<file path="config.mk">
export PLATFORM = sky130hd
export DESIGN_NAME = i2c_target_edge_engine
export DESIGN_NICKNAME = d
export VERILOG_FILES = /design/src/i2cte_pkg.sv /design/src/i2c_target_edge_engine.sv /design/src/i2cte_core.sv
export SDC_FILE = /design/constraint.sdc
export NUM_CORES = 1
export LEC_CHECK = 0
export ABC_AREA = 1
export BUFFER_PORTS_ARGS = -buffer_cell sky130_fd_sc_hd__buf_2
export CORE_MARGIN = 2
export CORE_UTILIZATION = 50
export CTS_CLUSTER_DIAMETER = 200
export CTS_CLUSTER_SIZE = 24
export DETAILED_ROUTE_END_ITERATION = 10
export GPL_TIMING_DRIVEN = 0
export PLACE_DENSITY = 0.71
export RECOVER_POWER = 25
export SYNTH_ARGS = -nofsm -noshare
export SYNTH_HDL_FRONTEND = slang
export SYNTH_SLANG_ARGS = --single-unit
export TNS_END_PERCENT = 100
</file>
<file path="constraint.sdc">
create_clock -name clk_i -period 3.7 [get_ports clk_i]
set_input_delay 0.185 -clock clk_i [delete_from_list [all_inputs] [get_ports clk_i]]
set_output_delay 0.185 -clock clk_i [all_outputs]
set_load 0.05 [all_outputs]
</file>
<file path="src/i2cte_pkg.sv">
// i2cte_pkg: shared types and codes for the i2c target edge engine
// no dependencies; used by i2cte_core and i2c_target_edge_engine
package i2cte_pkg;

  localparam int unsigned AddrW  = 7;
  localparam int unsigned ByteW  = 8;
  localparam int unsigned CountW = 5;

  // scl edge counts: last data bit, ack fall, wrap point
  localparam logic [CountW-1:0] LastBitEdge = CountW'(15);
  localparam logic [CountW-1:0] AckEdge     = CountW'(16);
  localparam logic [CountW-1:0] WrapEdge    = CountW'(17);

  typedef enum logic [1:0] {
    KIND_SCL_FALL = 2'd0,
    KIND_SCL_RISE = 2'd1,
    KIND_SDA_FALL = 2'd2,
    KIND_SDA_RISE = 2'd3
  } kind_e;

  typedef enum logic [1:0] {
    PH_IDLE         = 2'd0,
    PH_ADDRESS      = 2'd1,
    PH_RECEIVING    = 2'd2,
    PH_TRANSMITTING = 2'd3
  } phase_e;

  typedef enum logic [2:0] {
    EV_NONE      = 3'd0,
    EV_ADDR_HIT  = 3'd1,
    EV_RX_BYTE   = 3'd2,
    EV_STOP      = 3'd3,
    EV_TX_LOADED = 3'd4
  } event_e;

  typedef struct packed {
    kind_e             kind;
    logic              sda_level;
    logic              scl_level;
    logic              ack_byte;
    logic [ByteW-1:0]  tx_byte;
  } item_t;

  typedef struct packed {
    logic              sda_out;
    event_e            event_res;
    logic              event_read;
    logic              event_restart;
    logic [ByteW-1:0]  rx_byte;
  } result_t;

endpackage

</file>
<file path="src/i2c_target_edge_engine.sv">
// i2c_target_edge_engine: top level with input beat register, result register
// and address register; depends on i2cte_pkg and i2cte_core
//
// Bus-edge driven I2C target with a 7-bit address. Each input beat is one
// edge event (scl fall/rise, sda fall/rise) with the sampled line levels; each
// beat yields exactly one result beat with the sda drive level and an event
// code (address match, data byte, stop, transmit byte loaded). Throughput is
// one beat per clock while out_stall_i stays low: a beat is held in the input
// register, the protocol state is updated in a single pass of logic and the
// result lands in the output register, which drives out_valid_o. The input
// side keeps taking beats while a result waits to be taken, as long as the
// result register frees up in the same cycle; with the result stalled one
// more beat is held in the input register before in_stall_o rises. own_address
// is written through the cfg channel, which is always ready; write it only
// while no beat is in flight.
module i2c_target_edge_engine (
  input  logic                           clk_i,
  input  logic                           rst_ni,
  // configuration
  input  logic                           cfg_valid_i,
  output logic                           cfg_ready_o,
  input  logic [i2cte_pkg::AddrW-1:0]    cfg_own_address_i,
  // edge event beats
  input  logic                           in_valid_i,
  output logic                           in_stall_o,
  input  logic [1:0]                     kind_i,
  input  logic                           sda_level_i,
  input  logic                           scl_level_i,
  input  logic                           ack_byte_i,
  input  logic [i2cte_pkg::ByteW-1:0]    tx_byte_i,
  // result beats
  output logic                           out_valid_o,
  input  logic                           out_stall_i,
  output logic                           sda_out_o,
  output logic [2:0]                     event_res_o,
  output logic                           event_read_o,
  output logic                           event_restart_o,
  output logic [i2cte_pkg::ByteW-1:0]    rx_byte_o
);
  import i2cte_pkg::*;

  logic [AddrW-1:0] own_addr_q;
  logic             in_vld_q, in_vld_d;
  item_t            item_q;
  logic             out_vld_q, out_vld_d;
  result_t          res_q, res_d;
  logic             in_accept;
  logic             advance;

  // the one configuration register
  assign cfg_ready_o = 1'b1;

  always_ff @(posedge clk_i or negedge rst_ni) begin
    if (!rst_ni) begin
      own_addr_q <= '0;
    end else if (cfg_valid_i && cfg_ready_o) begin
      own_addr_q <= cfg_own_address_i;
    end
  end

  // the held beat moves on when the result register is empty or being drained
  assign advance    = in_vld_q && (!out_vld_q || !out_stall_i);
  assign in_stall_o = in_vld_q && !advance;
  assign in_accept  = in_valid_i && !in_stall_o;

  always_comb begin
    in_vld_d = in_vld_q;
    if (in_accept) begin
      in_vld_d = 1'b1;
    end else if (advance) begin
      in_vld_d = 1'b0;
    end
  end

  always_comb begin
    out_vld_d = out_vld_q;
    if (advance) begin
      out_vld_d = 1'b1;
    end else if (!out_stall_i) begin
      out_vld_d = 1'b0;
    end
  end

  always_ff @(posedge clk_i or negedge rst_ni) begin
    if (!rst_ni) begin
      in_vld_q  <= 1'b0;
      out_vld_q <= 1'b0;
    end else begin
      in_vld_q  <= in_vld_d;
      out_vld_q <= out_vld_d;
    end
  end

  // payload registers, no reset needed
  always_ff @(posedge clk_i) begin
    if (in_accept) begin
      item_q <= '{kind: kind_e'(kind_i), sda_level: sda_level_i,
                  scl_level: scl_level_i, ack_byte: ack_byte_i, tx_byte: tx_byte_i};
    end
    if (advance) begin
      res_q <= res_d;
    end
  end

  // protocol state and per-edge logic
  i2cte_core u_core (
    .clk_i         (clk_i),
    .rst_ni        (rst_ni),
    .fire_i        (advance),
    .item_i        (item_q),
    .own_address_i (own_addr_q),
    .result_o      (res_d)
  );

  assign out_valid_o     = out_vld_q;
  assign sda_out_o       = res_q.sda_out;
  assign event_res_o     = res_q.event_res;
  assign event_read_o    = res_q.event_read;
  assign event_restart_o = res_q.event_restart;
  assign rx_byte_o       = res_q.rx_byte;

endmodule

</file>
<file path="src/i2cte_core.sv">
// i2cte_core: bus protocol state and one-pass next-state logic per edge beat
// depends on i2cte_pkg
module i2cte_core (
  input  logic                           clk_i,
  input  logic                           rst_ni,
  input  logic                           fire_i,
  input  i2cte_pkg::item_t               item_i,
  input  logic [i2cte_pkg::AddrW-1:0]    own_address_i,
  output i2cte_pkg::result_t             result_o
);
  import i2cte_pkg::*;

  phase_e              phase_q, phase_d;
  logic [CountW-1:0]   count_q, count_d;
  logic                in_xfer_q, in_xfer_d;
  logic                rstart_q, rstart_d;
  logic                ack_pend_q, ack_pend_d;
  logic [ByteW-1:0]    rx_q, rx_d;
  logic [ByteW-1:0]    tx_q, tx_d;
  logic                sda_q, sda_d;

  always_comb begin
    logic   rise;
    phase_e ph_old;
    phase_d    = phase_q;
    count_d    = count_q;
    in_xfer_d  = in_xfer_q;
    rstart_d   = rstart_q;
    ack_pend_d = ack_pend_q;
    rx_d       = rx_q;
    tx_d       = tx_q;
    sda_d      = sda_q;
    result_o   = '{sda_out: 1'b1, event_res: EV_NONE, event_read: 1'b0,
                   event_restart: 1'b0, rx_byte: '0};
    rise       = (item_i.kind == KIND_SCL_RISE);
    ph_old     = phase_q;

    case (item_i.kind)
      KIND_SCL_FALL, KIND_SCL_RISE: begin
        if (in_xfer_q) begin
          if (count_q == '0 && phase_q != PH_TRANSMITTING) begin
            sda_d = 1'b1;
            rx_d  = '0;
          end
          if (count_q == AckEdge) begin
            if (ack_pend_q) begin
              sda_d      = 1'b0;
              ack_pend_d = 1'b0;
            end else begin
              sda_d = 1'b1;
            end
          end
          if (count_q < AckEdge && rise) begin
            rx_d = {rx_d[ByteW-2:0], item_i.sda_level};
          end
          if (count_q == LastBitEdge) begin
            if (ph_old == PH_RECEIVING) begin
              ack_pend_d         = item_i.ack_byte;
              result_o.event_res = EV_RX_BYTE;
              result_o.rx_byte   = rx_d;
            end else if (ph_old == PH_ADDRESS) begin
              if (rx_d[ByteW-1:1] == own_address_i) begin
                ack_pend_d             = 1'b1;
                result_o.event_res     = EV_ADDR_HIT;
                result_o.event_read    = rx_d[0];
                result_o.event_restart = rstart_q;
                result_o.rx_byte       = rx_d;
                phase_d = rx_d[0] ? PH_TRANSMITTING : PH_RECEIVING;
              end else begin
                phase_d   = PH_IDLE;
                in_xfer_d = 1'b0;
                rstart_d  = 1'b0;
              end
            end
          end
          if (phase_d == PH_TRANSMITTING) begin
            if (count_q == '0) begin
              tx_d               = item_i.tx_byte;
              result_o.event_res = EV_TX_LOADED;
            end
            if (count_q < AckEdge && !rise) begin
              sda_d = tx_d[ByteW-1];
              tx_d  = {tx_d[ByteW-2:0], 1'b0};
            end
          end
          count_d = (count_q == WrapEdge) ? '0 : count_q + CountW'(1);
        end
      end
      KIND_SDA_FALL: begin
        // start or repeated start
        if (item_i.scl_level) begin
          if (in_xfer_q) rstart_d = 1'b1;
          count_d    = '0;
          ack_pend_d = 1'b0;
          rx_d       = '0;
          in_xfer_d  = 1'b1;
          phase_d    = PH_ADDRESS;
        end
      end
      default: begin
        // stop
        if (item_i.scl_level && in_xfer_q) begin
          phase_d            = PH_IDLE;
          in_xfer_d          = 1'b0;
          rstart_d           = 1'b0;
          result_o.event_res = EV_STOP;
        end
      end
    endcase
    result_o.sda_out = sda_d;
  end

  always_ff @(posedge clk_i or negedge rst_ni) begin
    if (!rst_ni) begin
      phase_q    <= PH_IDLE;
      count_q    <= '0;
      in_xfer_q  <= 1'b0;
      rstart_q   <= 1'b0;
      ack_pend_q <= 1'b0;
      rx_q       <= '0;
      tx_q       <= '0;
      sda_q      <= 1'b1;
    end else if (fire_i) begin
      phase_q    <= phase_d;
      count_q    <= count_d;
      in_xfer_q  <= in_xfer_d;
      rstart_q   <= rstart_d;
      ack_pend_q <= ack_pend_d;
      rx_q       <= rx_d;
      tx_q       <= tx_d;
      sda_q      <= sda_d;
    end
  end

endmodule

</file>
Yosys cells after proc, flatten, opt, wreduce, memory -nomap -nowiden --
Index checks and enable logic that the tools add are counted.
Word-level totals: input port bits 25, output and inout bits 17, word-level logic and storage cells 142, register bits 63
Operators by class: equality and inequality tests 18, mux-type cells 70, bitwise gates (word level) 5, $lt $le $gt $ge 1, reduce and logical (&&, ||, !) cells 26, $add $sub $neg 1
Operators with widths (count):
- 8-bit two-way mux | 9
- 13-bit two-way mux | 3
- 1-bit two-way mux | 33
- 2-bit two-way mux | 11
- 8-bit case mux with 2 select lines | 1
- 5-bit two-way mux | 3
- 4-bit AND reduction | 3
- 11-bit two-way mux | 1
- 5-bit == test (second input constant) | 2
- 2-bit by 1-bit inequality test with 1-bit output (second input constant) | 5
- 5-bit case mux with 2 select lines | 1
- 3-bit two-way mux | 3
- 9-bit AND reduction | 1
- 2-bit inequality test (second input constant) | 4
- 7-bit == test | 1
- 1-bit logical AND | 7
- 2-bit == test (second input constant) | 3
- 1-bit case mux with 2 select lines | 3
- 3-bit case mux with 2 select lines | 1
- 3-bit AND reduction | 2
- 6-bit OR reduction | 1
- 5-bit by 1-bit adder with 5-bit output (second input constant) | 1
- 5-bit by 4-bit == test with 1-bit output (second input constant) | 1
- 1-bit zero test | 5
- 10 further kinds | 16

Longest topological paths before layout --
Gate-level depths: netlist of run 1.
depth in word-level cells 17, depth in mapped cells 18, gate-level depth less buffers 18

Modules after synthesis --
A second synthesis of run 1 with hierarchy kept.
Unflattened totals: cells, all modules 354, area total of the unflattened synthesis 3199.3 um^2
Modules (own cells, without submodules):
- i2cte_core | sequential area each 676.9 um^2, instances 1, cells each 284, area each 2001.9 um^2
- i2c_target_edge_engine | sequential area each 1036.0 um^2, instances 1, cells each 70, area each 1197.4 um^2

Worst setup path before layout of run 1 --
No wires, ideal clock.
path type reg2reg, start point register out_vld_q, in the netlist out_valid_o, end point register u_core.count_q[0], data required time 3.617 ns, slack 1.019 ns, data arrival time 2.598 ns, cell stages (with the launch flop) 9, buffers on the path 1, clock period less this slack 2.681 ns, setup time 0.083 ns, cell sequence dfrtp_1 a21oi_1 o21ai_0 nor2_1 inv_1 nor2_1 buf_2 nand3_1 o21ai_0
On the way: cells in the longest elaborated chain, start to end 4
RTL lines:
- start, declared | RTL line i2c_target_edge_engine.sv:45 | logic out_vld_q, out_vld_d;
- start signal, assigned | RTL line i2c_target_edge_engine.sv:90 | out_vld_q <= out_vld_d;
- 1-bit zero test | RTL line i2c_target_edge_engine.sv:62 | assign advance = in_vld_q && (!out_vld_q || !out_stall_i);
- 1-bit logical OR | RTL line i2c_target_edge_engine.sv:62
- 1-bit logical AND | RTL line i2c_target_edge_engine.sv:62
- via advance | RTL line i2c_target_edge_engine.sv:48 | logic advance;
- 4-bit AND reduction (no line)
- end signal, assigned | RTL line i2cte_core.sv:125 | count_q <= count_d;
- end, declared | RTL line i2cte_core.sv:14 | logic [CountW-1:0] count_q, count_d;
The timed path passes the listed nets, and every way through them passes these cells. A chain may end at the register's enable or synchronous reset.

Final worst setup path of run 1 --
Ends and elaborated chain as after synthesis.

==> run_results.csv, run 1 <==
group,metric,value,unit
logic_synthesis,ys_warn_count,0,
power_and_ir_drop,finalPower,2441,uW
route,drtAntennaViolNets,0,
power_and_ir_drop,power_density,670.6,mW/mm^2
logic_synthesis,synth_edf_count,27,
grt,grt_overflow,0,
logic_synthesis,synth_top_area_cell,"dfrtp_1",
critical_path,r2r_setup_slack,0.86,ns
clock_network,cts_setup_buffers,0,
critical_path,reg2reg_from,"out_valid_o$_DFFE_PN0P_",
layout,fin_cells,487,
timing,hold_violations,0,
route,firstDrtPassIters,4,
timing,period_minus_slack,2.844,ns
layout,nNetsFinal,436,
critical_path,path_cells,"a21oi_2 > o21ai_0 > nor2_1 > inv_1 > nor2_1 > buf_2 > nand3_1 > o21ai_0",
logic_synthesis,synthesis.area,0.003123,mm^2
clock_network,clkLatencyLatePin,0.34,ns
floorplanning,rows,28,
critical_path,r2r_cells,8,
placement,dp_cells,469,
timing,fmax,351.6,MHz
placement,dpl_cell_area,0.003421,mm^2
clock_network,cts_made_buffers,9,
layout,fin_area,0.003640,mm^2
grt,antenna_found_initial,0,
floorplanning,fp.dieW,83.03,um
clock_network,clock-sinks,63,
critical_path,crit_required,3.96,ns
critical_path,r2r-end,"u_core.count_q[0]$_DFFE_PN0P_",
timing,finalClockSkew,0.008369,ns
logic_synthesis,syn-num-nets,383,
critical_path,critPathLaunchType,"register",
logic_synthesis,synthTopCellsByArea,"dfrtp_1, edfxtp_1, nand2_1, o21ai_0, inv_1",
clock_network,post_cts_resized,0,
floorplanning,die-area,0.006894,mm^2
route,drt_iter0_drc,151,
clock_network,cts_tree,"yes",
floorplanning,fp.dieH,83.03,um
logic_synthesis,synthFlopType,"dfrtp_1",
logic_synthesis,synthArstFlopShare,0.5714,
logic_synthesis,synth_cell_type_count,33,
timing,tightest_slew,1.994,ns
grt,grt_use_total,0.1949,
clock_network,root_buffer,"clkbuf_8",
route,wl_per_cell,13.07,um
critical_path,end_kind,"register",
placement,gp_congestion,0.9146,
logic_synthesis,syn_area_per_cell,8.822,um^2
grt,grt_start_max_net_pins,37,
timing,max_slew_margin,-0.3293,
floorplanning,num_io_pins,42,
run_status,status,"complete, but fails checks",
critical_path,path_class,"reg2reg",
critical_path,max_stage_delay,0.85,ns
run_status,violations,"max-capacitance violations, max-slew violations",
critical_path,crit_family,"compound AO/OA/AOI/OAI gates",
power_and_ir_drop,p_leak,0.001655,uW
grt,grt_pass1_vias,2351,
logic_synthesis,yosysSeqAreaShare,0.5485,
logic_synthesis,ys_ff_latch,63,
logic_synthesis,synth_top_area_frac,0.2804,
critical_path,slowest_stage,"a21oi_2",
timing,maxSlewViolCount,37,
placement,io_buffer_count,40,
layout,fillCellCount,537,
min_path,hold_depth,1,
clock_network,cts_buffer_depth,2,
route,vias_per_cell,5.185,
timing,fin_crit_sh,0.7686,
placement,dp.final_hpwl,4554,um
clock_network,clk_pin_slew,0.07,ns
grt,grt_pass1_wl,10720,um
floorplanning,initial_core_util,0.5213,
min_path,hold_end,"item_q[3]$_DFFE_PP_",
logic_synthesis,synth_commonest_cells,"nand2_1, o21ai_0, inv_1",
min_path,min_path_type,"in2reg",
floorplanning,core_area,0.005991,mm^2
critical_path,worst-path-buf-inv,2,
route,drc,0,
clock_network,hold_buffers,1,
timing,setup_viol_count_final,0,
job,maxCapViolations,1,
min_path,holdCritStartpoint,"tx_byte_i[3]",
layout,diodes,0,
power_and_ir_drop,peakVddDrop,0.4119,mV
timing,rsz0062_at_grt,"false",
logic_synthesis,synth_most_common_cell,"nand2_1",
layout,synthToLayoutAreaGrowth,16.55,%
timing,tns,0,ns
route,vias,2525,
route,drt-total-wl,6366,um
layout,drive_gt1_frac,0.1699,
logic_synthesis,syn_inst,354,
clock_network,htree_levels,3,
critical_path,arrival,3.11,ns
critical_path,cp_max_fo,18,
[cells by family (layout without fill, tap and decap cells)]
logic type	after synthesis	in the layout	synth area share
compound gates	66	66	0.1134
xor+xnor	1	1	0.002805
fa+ha+maj	4	4	0.01603
buf+inv	53	111	0.07331
flops	63	63	0.5485
other cells	1	1	0.001201
simple gates	166	166	0.2448
[worst max-delay path by stage]
stage | startpoint | to | slack [ns] | cells after the start
2_1_floorplan | out_valid_o$_DFFE_PN0P_ | u_core.count_q[0]$_DFFE_PN0P_ | 1.02 | 8
3_3_place_gp | out_valid_o$_DFFE_PN0P_ | u_core.count_q[0]$_DFFE_PN0P_ | 0.56 | 8
3_5_place_dp | out_valid_o$_DFFE_PN0P_ | u_core.count_q[0]$_DFFE_PN0P_ | 0.94 | 8
4_1_cts | out_valid_o$_DFFE_PN0P_ | u_core.count_q[0]$_DFFE_PN0P_ | 0.83 | 8
5_1_grt | out_valid_o$_DFFE_PN0P_ | u_core.count_q[0]$_DFFE_PN0P_ | 0.64 | 8
6_report | out_valid_o$_DFFE_PN0P_ | u_core.count_q[0]$_DFFE_PN0P_ | 0.86 | 8
[sequential cells by signal (all words and copies together), names as in the netlist, 2 cells and up]
signal,cells
event_res_o,3
u_core.count_q,5
item_q,13
u_core.rx_q,8
rx_byte_o,8
u_core.tx_q,8
own_addr_q,7
u_core.phase_q,2
[where the power goes]
| part | internal [uW] | switching, uW |
|---|---|---|
| clock | 396 | 261 |
| combinational | 249 | 570 |
| sequential | 878 | 88.0 |
| total | 1520 | 918 |
[routing by layer]
metal	GRT usage	wire length (um)	vias to the layer above	part of all wire
met5	0	0	-	0
met4	0.1013	156	0	0.025
met3	0.03877	320	15	0.050
met2	0.3123	2986	59	0.47
met1	0.2510	2903	1178	0.46
li1	-	-	1273	-
[stage by stage]
step / utilization / worst slack (ns) / hold slack [ns]
3_3_place_gp: 0.5704 / 0.5624 / 0.3385
3_5_place_dp: 0.5710 / 0.9440 / 0.3421
5_1_grt: 0.6076 / 0.6422 / 0.003339
2_1_floorplan: - / 1.019 / -0.1106
4_1_cts: 0.6086 / 0.8344 / 0.0002112
6_report: 0.6076 / 0.8561 / 0.01027
[cells in the final DEF (no fill, tap or decap), drive strengths merged, types with 3 or more instances in the layout]
cell,Yosys,routed
ha,4,4
nor3,3,3
inv,42,42
dfrtp,35,35
o21ai,52,52
buf,6,33
nor2,35,35
nand3,20,20
a21oi,8,8
o22ai,4,4
nand2,97,97
clkbuf,4,29
edfxtp,27,27
nand4,10,10
clkinv,1,3
[layout make-up]
type / count / area (um^2) / share of cell area
repair buffers: 42 / 203.9 / 0.05603
clock buffers: 12 / 145.1 / 0.03988
multi-input cells: 238 / 1185 / 0.3255
clock inverters: 4 / 70.07 / 0.01925
flip-flops and latches: 63 / 1713 / 0.4706
inverters: 43 / 166.4 / 0.04572
well taps: 75 / 93.84 / 0.02578
plain buffers: 10 / 62.56 / 0.01719
Note: power is estimated with default switching activity, not from simulation.
==> run 2: changes to the inputs <==
--- a/config.mk
+++ b/config.mk
@@ -5,7 +5,7 @@
 export SDC_FILE = /design/constraint.sdc
 export NUM_CORES = 1
 export LEC_CHECK = 0
-export ABC_AREA = 1
+export ABC_AREA = 0
 export BUFFER_PORTS_ARGS = -buffer_cell sky130_fd_sc_hd__buf_2
 export CORE_MARGIN = 2
 export CORE_UTILIZATION = 50
@@ -13,7 +13,7 @@
 export CTS_CLUSTER_SIZE = 24
 export DETAILED_ROUTE_END_ITERATION = 10
 export GPL_TIMING_DRIVEN = 0
-export PLACE_DENSITY = 0.71
+export PLACE_DENSITY = 0.7
 export RECOVER_POWER = 25
 export SYNTH_ARGS = -nofsm -noshare
 export SYNTH_HDL_FRONTEND = slang
==> constraint.sdc (replaced) <==
create_clock -name clk_i -period 2.9 [get_ports clk_i]
set_input_delay 0.145 -clock clk_i [delete_from_list [all_inputs] [get_ports clk_i]]
set_output_delay 0.145 -clock clk_i [all_outputs]
set_load 0.05 [all_outputs]
==> run_results.csv, run 2 <==
group,metric,value,unit
run_status,status,"complete, but fails checks",
run_status,violations,"max-capacitance violations, max-slew violations",
layout,synthToLayoutAreaGrowth,24.47,%
layout,diodes,0,
critical_path,slowest_stage,"o41a_4",
min_path,min_path_type,"in2reg",
power_and_ir_drop,p_leak,0.001761,uW
min_path,holdCritStartpoint,"cfg_own_address_i[4]",
floorplanning,die-area,0.007658,mm^2
grt,grt_start_max_net_pins,37,
clock_network,cts_made_buffers,9,
placement,io_buffer_count,39,
layout,drive_gt1_frac,0.2344,
placement,dp.final_hpwl,5223,um
power_and_ir_drop,peakVddDrop,0.3906,mV
logic_synthesis,synth_edf_count,27,
timing,fmax,347.6,MHz
route,vias_per_cell,5.813,
layout,fin_area,0.004340,mm^2
logic_synthesis,synth_top_area_frac,0.2512,
critical_path,path_class,"reg2reg",
timing,tightest_slew,2.038,ns
layout,fillCellCount,538,
critical_path,reg2reg_from,"u_core.count_q[4]$_DFFE_PN0P_",
clock_network,root_buffer,"clkbuf_8",
layout,layout_commonest_cell,"nand2_1",
layout,fin_cells,498,
timing,hold_violations,0,
route,wl_per_cell,15.86,um
timing,period_minus_slack,2.877,ns
logic_synthesis,synthesis.area,0.003487,mm^2
placement,dpl_cell_area,0.003782,mm^2
logic_synthesis,synth_most_common_cell,"nand2_1",
layout,nNetsFinal,442,
logic_synthesis,synth_commonest_cells,"nand2_1, dfrtp_1, edfxtp_1",
layout,largest_register,"item_q",
route,firstDrtPassIters,5,
clock_network,htree_levels,3,
grt,antenna_found_initial,0,
floorplanning,num_io_pins,42,
critical_path,cp_max_fo,8,
critical_path,path_cells,"buf_6 > or3b_4 > buf_6 > buf_8 > mux2i_1 > o21a_1 > a2bb2oi_4 > o41a_4 > nor2_8 > mux2_4",
logic_synthesis,yosysSeqAreaShare,0.4912,
layout,final_cell_mix,"nand2_1, dfrtp_1, buf_2",
floorplanning,core_area,0.006756,mm^2
layout,largest_register_ffs,13,
power_and_ir_drop,power_density,668.8,mW/mm^2
grt,grt_pass1_vias,2651,
floorplanning,fp.dieH,87.51,um
logic_synthesis,synthTopCellsByArea,"dfrtp_1, edfxtp_1, nand2_1, mux2_4, a21oi_1",
critical_path,critPathLaunchType,"register",
clock_network,cts_buffer_depth,2,
clock_network,cts_tree,"yes",
logic_synthesis,ys_warn_count,0,
timing,rsz0062_at_grt,"true",
logic_synthesis,syn_area_per_cell,10.38,um^2
timing,finalClockSkew,0.01064,ns
grt,grt_overflow,0,
timing,max_slew_margin,-0.3584,
critical_path,r2r_setup_slack,0.02,ns
logic_synthesis,synth_top_area_cell,"dfrtp_1",
clock_network,clk_pin_slew,0.07,ns
timing,setup_slack,0.02316,ns
critical_path,arrival,3.10,ns
logic_synthesis,syn-num-nets,365,
route,vias,2895,
timing,maxSlewViolCount,37,
critical_path,end_kind,"register",
job,maxCapViolations,1,
logic_synthesis,synth_cell_type_count,61,
route,drtAntennaViolNets,0,
grt,grt_use_total,0.2183,
route,drt_iter0_drc,266,
grt,grt_pass1_wl,12800,um
critical_path,r2r-end,"u_core.tx_q[1]$_DFFE_PN0P_",
critical_path,cp-endpoint,"u_core.tx_q[1]$_DFFE_PN0P_",
clock_network,clock-sinks,63,
placement,gp_congestion,0.9011,
critical_path,cp-startpoint,"u_core.count_q[4]$_DFFE_PN0P_",
critical_path,r2r_cells,10,
clock_network,clkLatencyLatePin,0.35,ns
logic_synthesis,synthArstFlopShare,0.5714,
logic_synthesis,synthFlopType,"dfrtp_1",
logic_synthesis,ys_ff_latch,63,
floorplanning,rows,30,
timing,fin_crit_sh,0.9920,
floorplanning,fp.dieW,87.51,um
critical_path,crit_required,3.13,ns
logic_synthesis,syn_inst,336,
placement,dp_cells,455,
floorplanning,initial_core_util,0.5161,
critical_path,max_stage_delay,0.52,ns
critical_path,path_common_cell,"buf_6",
timing,setup_viol_count_final,0,
placement,pre_cts_ws,-0.09836,ns
route,drc,0,
route,drt-total-wl,7899,um
run 2: report_power, final:
| group | total [uW] | internal, uW | switching (uW) | leakage (uW) |
|---|---|---|---|---|
| Clock | 743 | 416 | 327 | 0.000100 |
| Sequential | 1100 | 1030 | 71.0 | 0.000730 |
| Combinational | 1060 | 432 | 631 | 0.000931 |
run 2: layer usage:
metal | up-vias | wire, um | global-route usage
li1 | 1389 | - | -
met1 | 1383 | 3797 | 0.3252
met2 | 104 | 3508 | 0.3127
met3 | 19 | 410 | 0.03602
met4 | 0 | 182 | 0.09930
met5 | - | 0 | 0
run 2: worst min path at each step:
stage | to | slack [ns] | cells past startpoint
after global placement | u_core.count_q[0]$_DFFE_PN0P_ | 0.29 | 1
after floorplan | in_vld_q$_DFFE_PN0P_ | -0.15 | 0
final | own_addr_q[4]$_DFFE_PN0P_ | 0.03 | 2
after CTS | own_addr_q[4]$_DFFE_PN0P_ | 0.02 | 2
after detailed placement | u_core.count_q[0]$_DFFE_PN0P_ | 0.30 | 1
after global routing | own_addr_q[4]$_DFFE_PN0P_ | 0.03 | 2
run 2: area by class of cell:
class                           count  area [um^2]  share of cell area
Inverter                           14        52.55             0.01211
Tap cell                           80        100.1             0.02306
Timing Repair Buffer               67        432.9             0.09974
Clock inverter                      4        45.04             0.01038
Sequential cell                    63         1713              0.3946
Clock buffer                       12        145.1             0.03344
Multi-Input combinational cell    241         1738              0.4004
Buffer                             17        113.9             0.02623
run 2: cells by family after synthesis:
family          synth area share
simple gates              0.1995
compound gates            0.1712
flops                     0.4912
buf+inv                  0.04557
mux                      0.06961
fa+ha+maj                0.01435
xor+xnor                0.007536
other cells             0.001075
run 2: what timing repair did:
action / in CTS / in global routing
endpoints found under the setup margin: 18 / 19
pin swaps: 7 / 11
setup buffers: 4 / 9
endpoints found under the hold margin: 49 / 0
gates resized for setup: 8 / 24
hold buffers: 15 / 0
run 2: stage by stage:
step	utilization	hold slack, ns	TNS (ns)	total power (uW)
3_5_place_dp	0.5598	0.2979	-0.9673	1991
3_3_place_gp	0.5598	0.2913	-0.8595	1977
5_1_grt	0.6424	0.03025	-0.4094	3058
2_1_floorplan	-	-0.1506	0	1773
6_report	0.6424	0.02757	0	2903
4_1_cts	0.6222	0.02095	0	2791
run 2: worst max-delay path: cells and delay by family (launching register included):
| family | cells | cell delay (ns) |
|---|---|---|
| multiplexers | 2 | 0.44 |
| buffers and inverters | 3 | 0.40 |
| AO/OA/AOI/OAI | 3 | 0.95 |
| flip-flops | 1 | 0.37 |
| AND/OR/NAND/NOR | 2 | 0.58 |
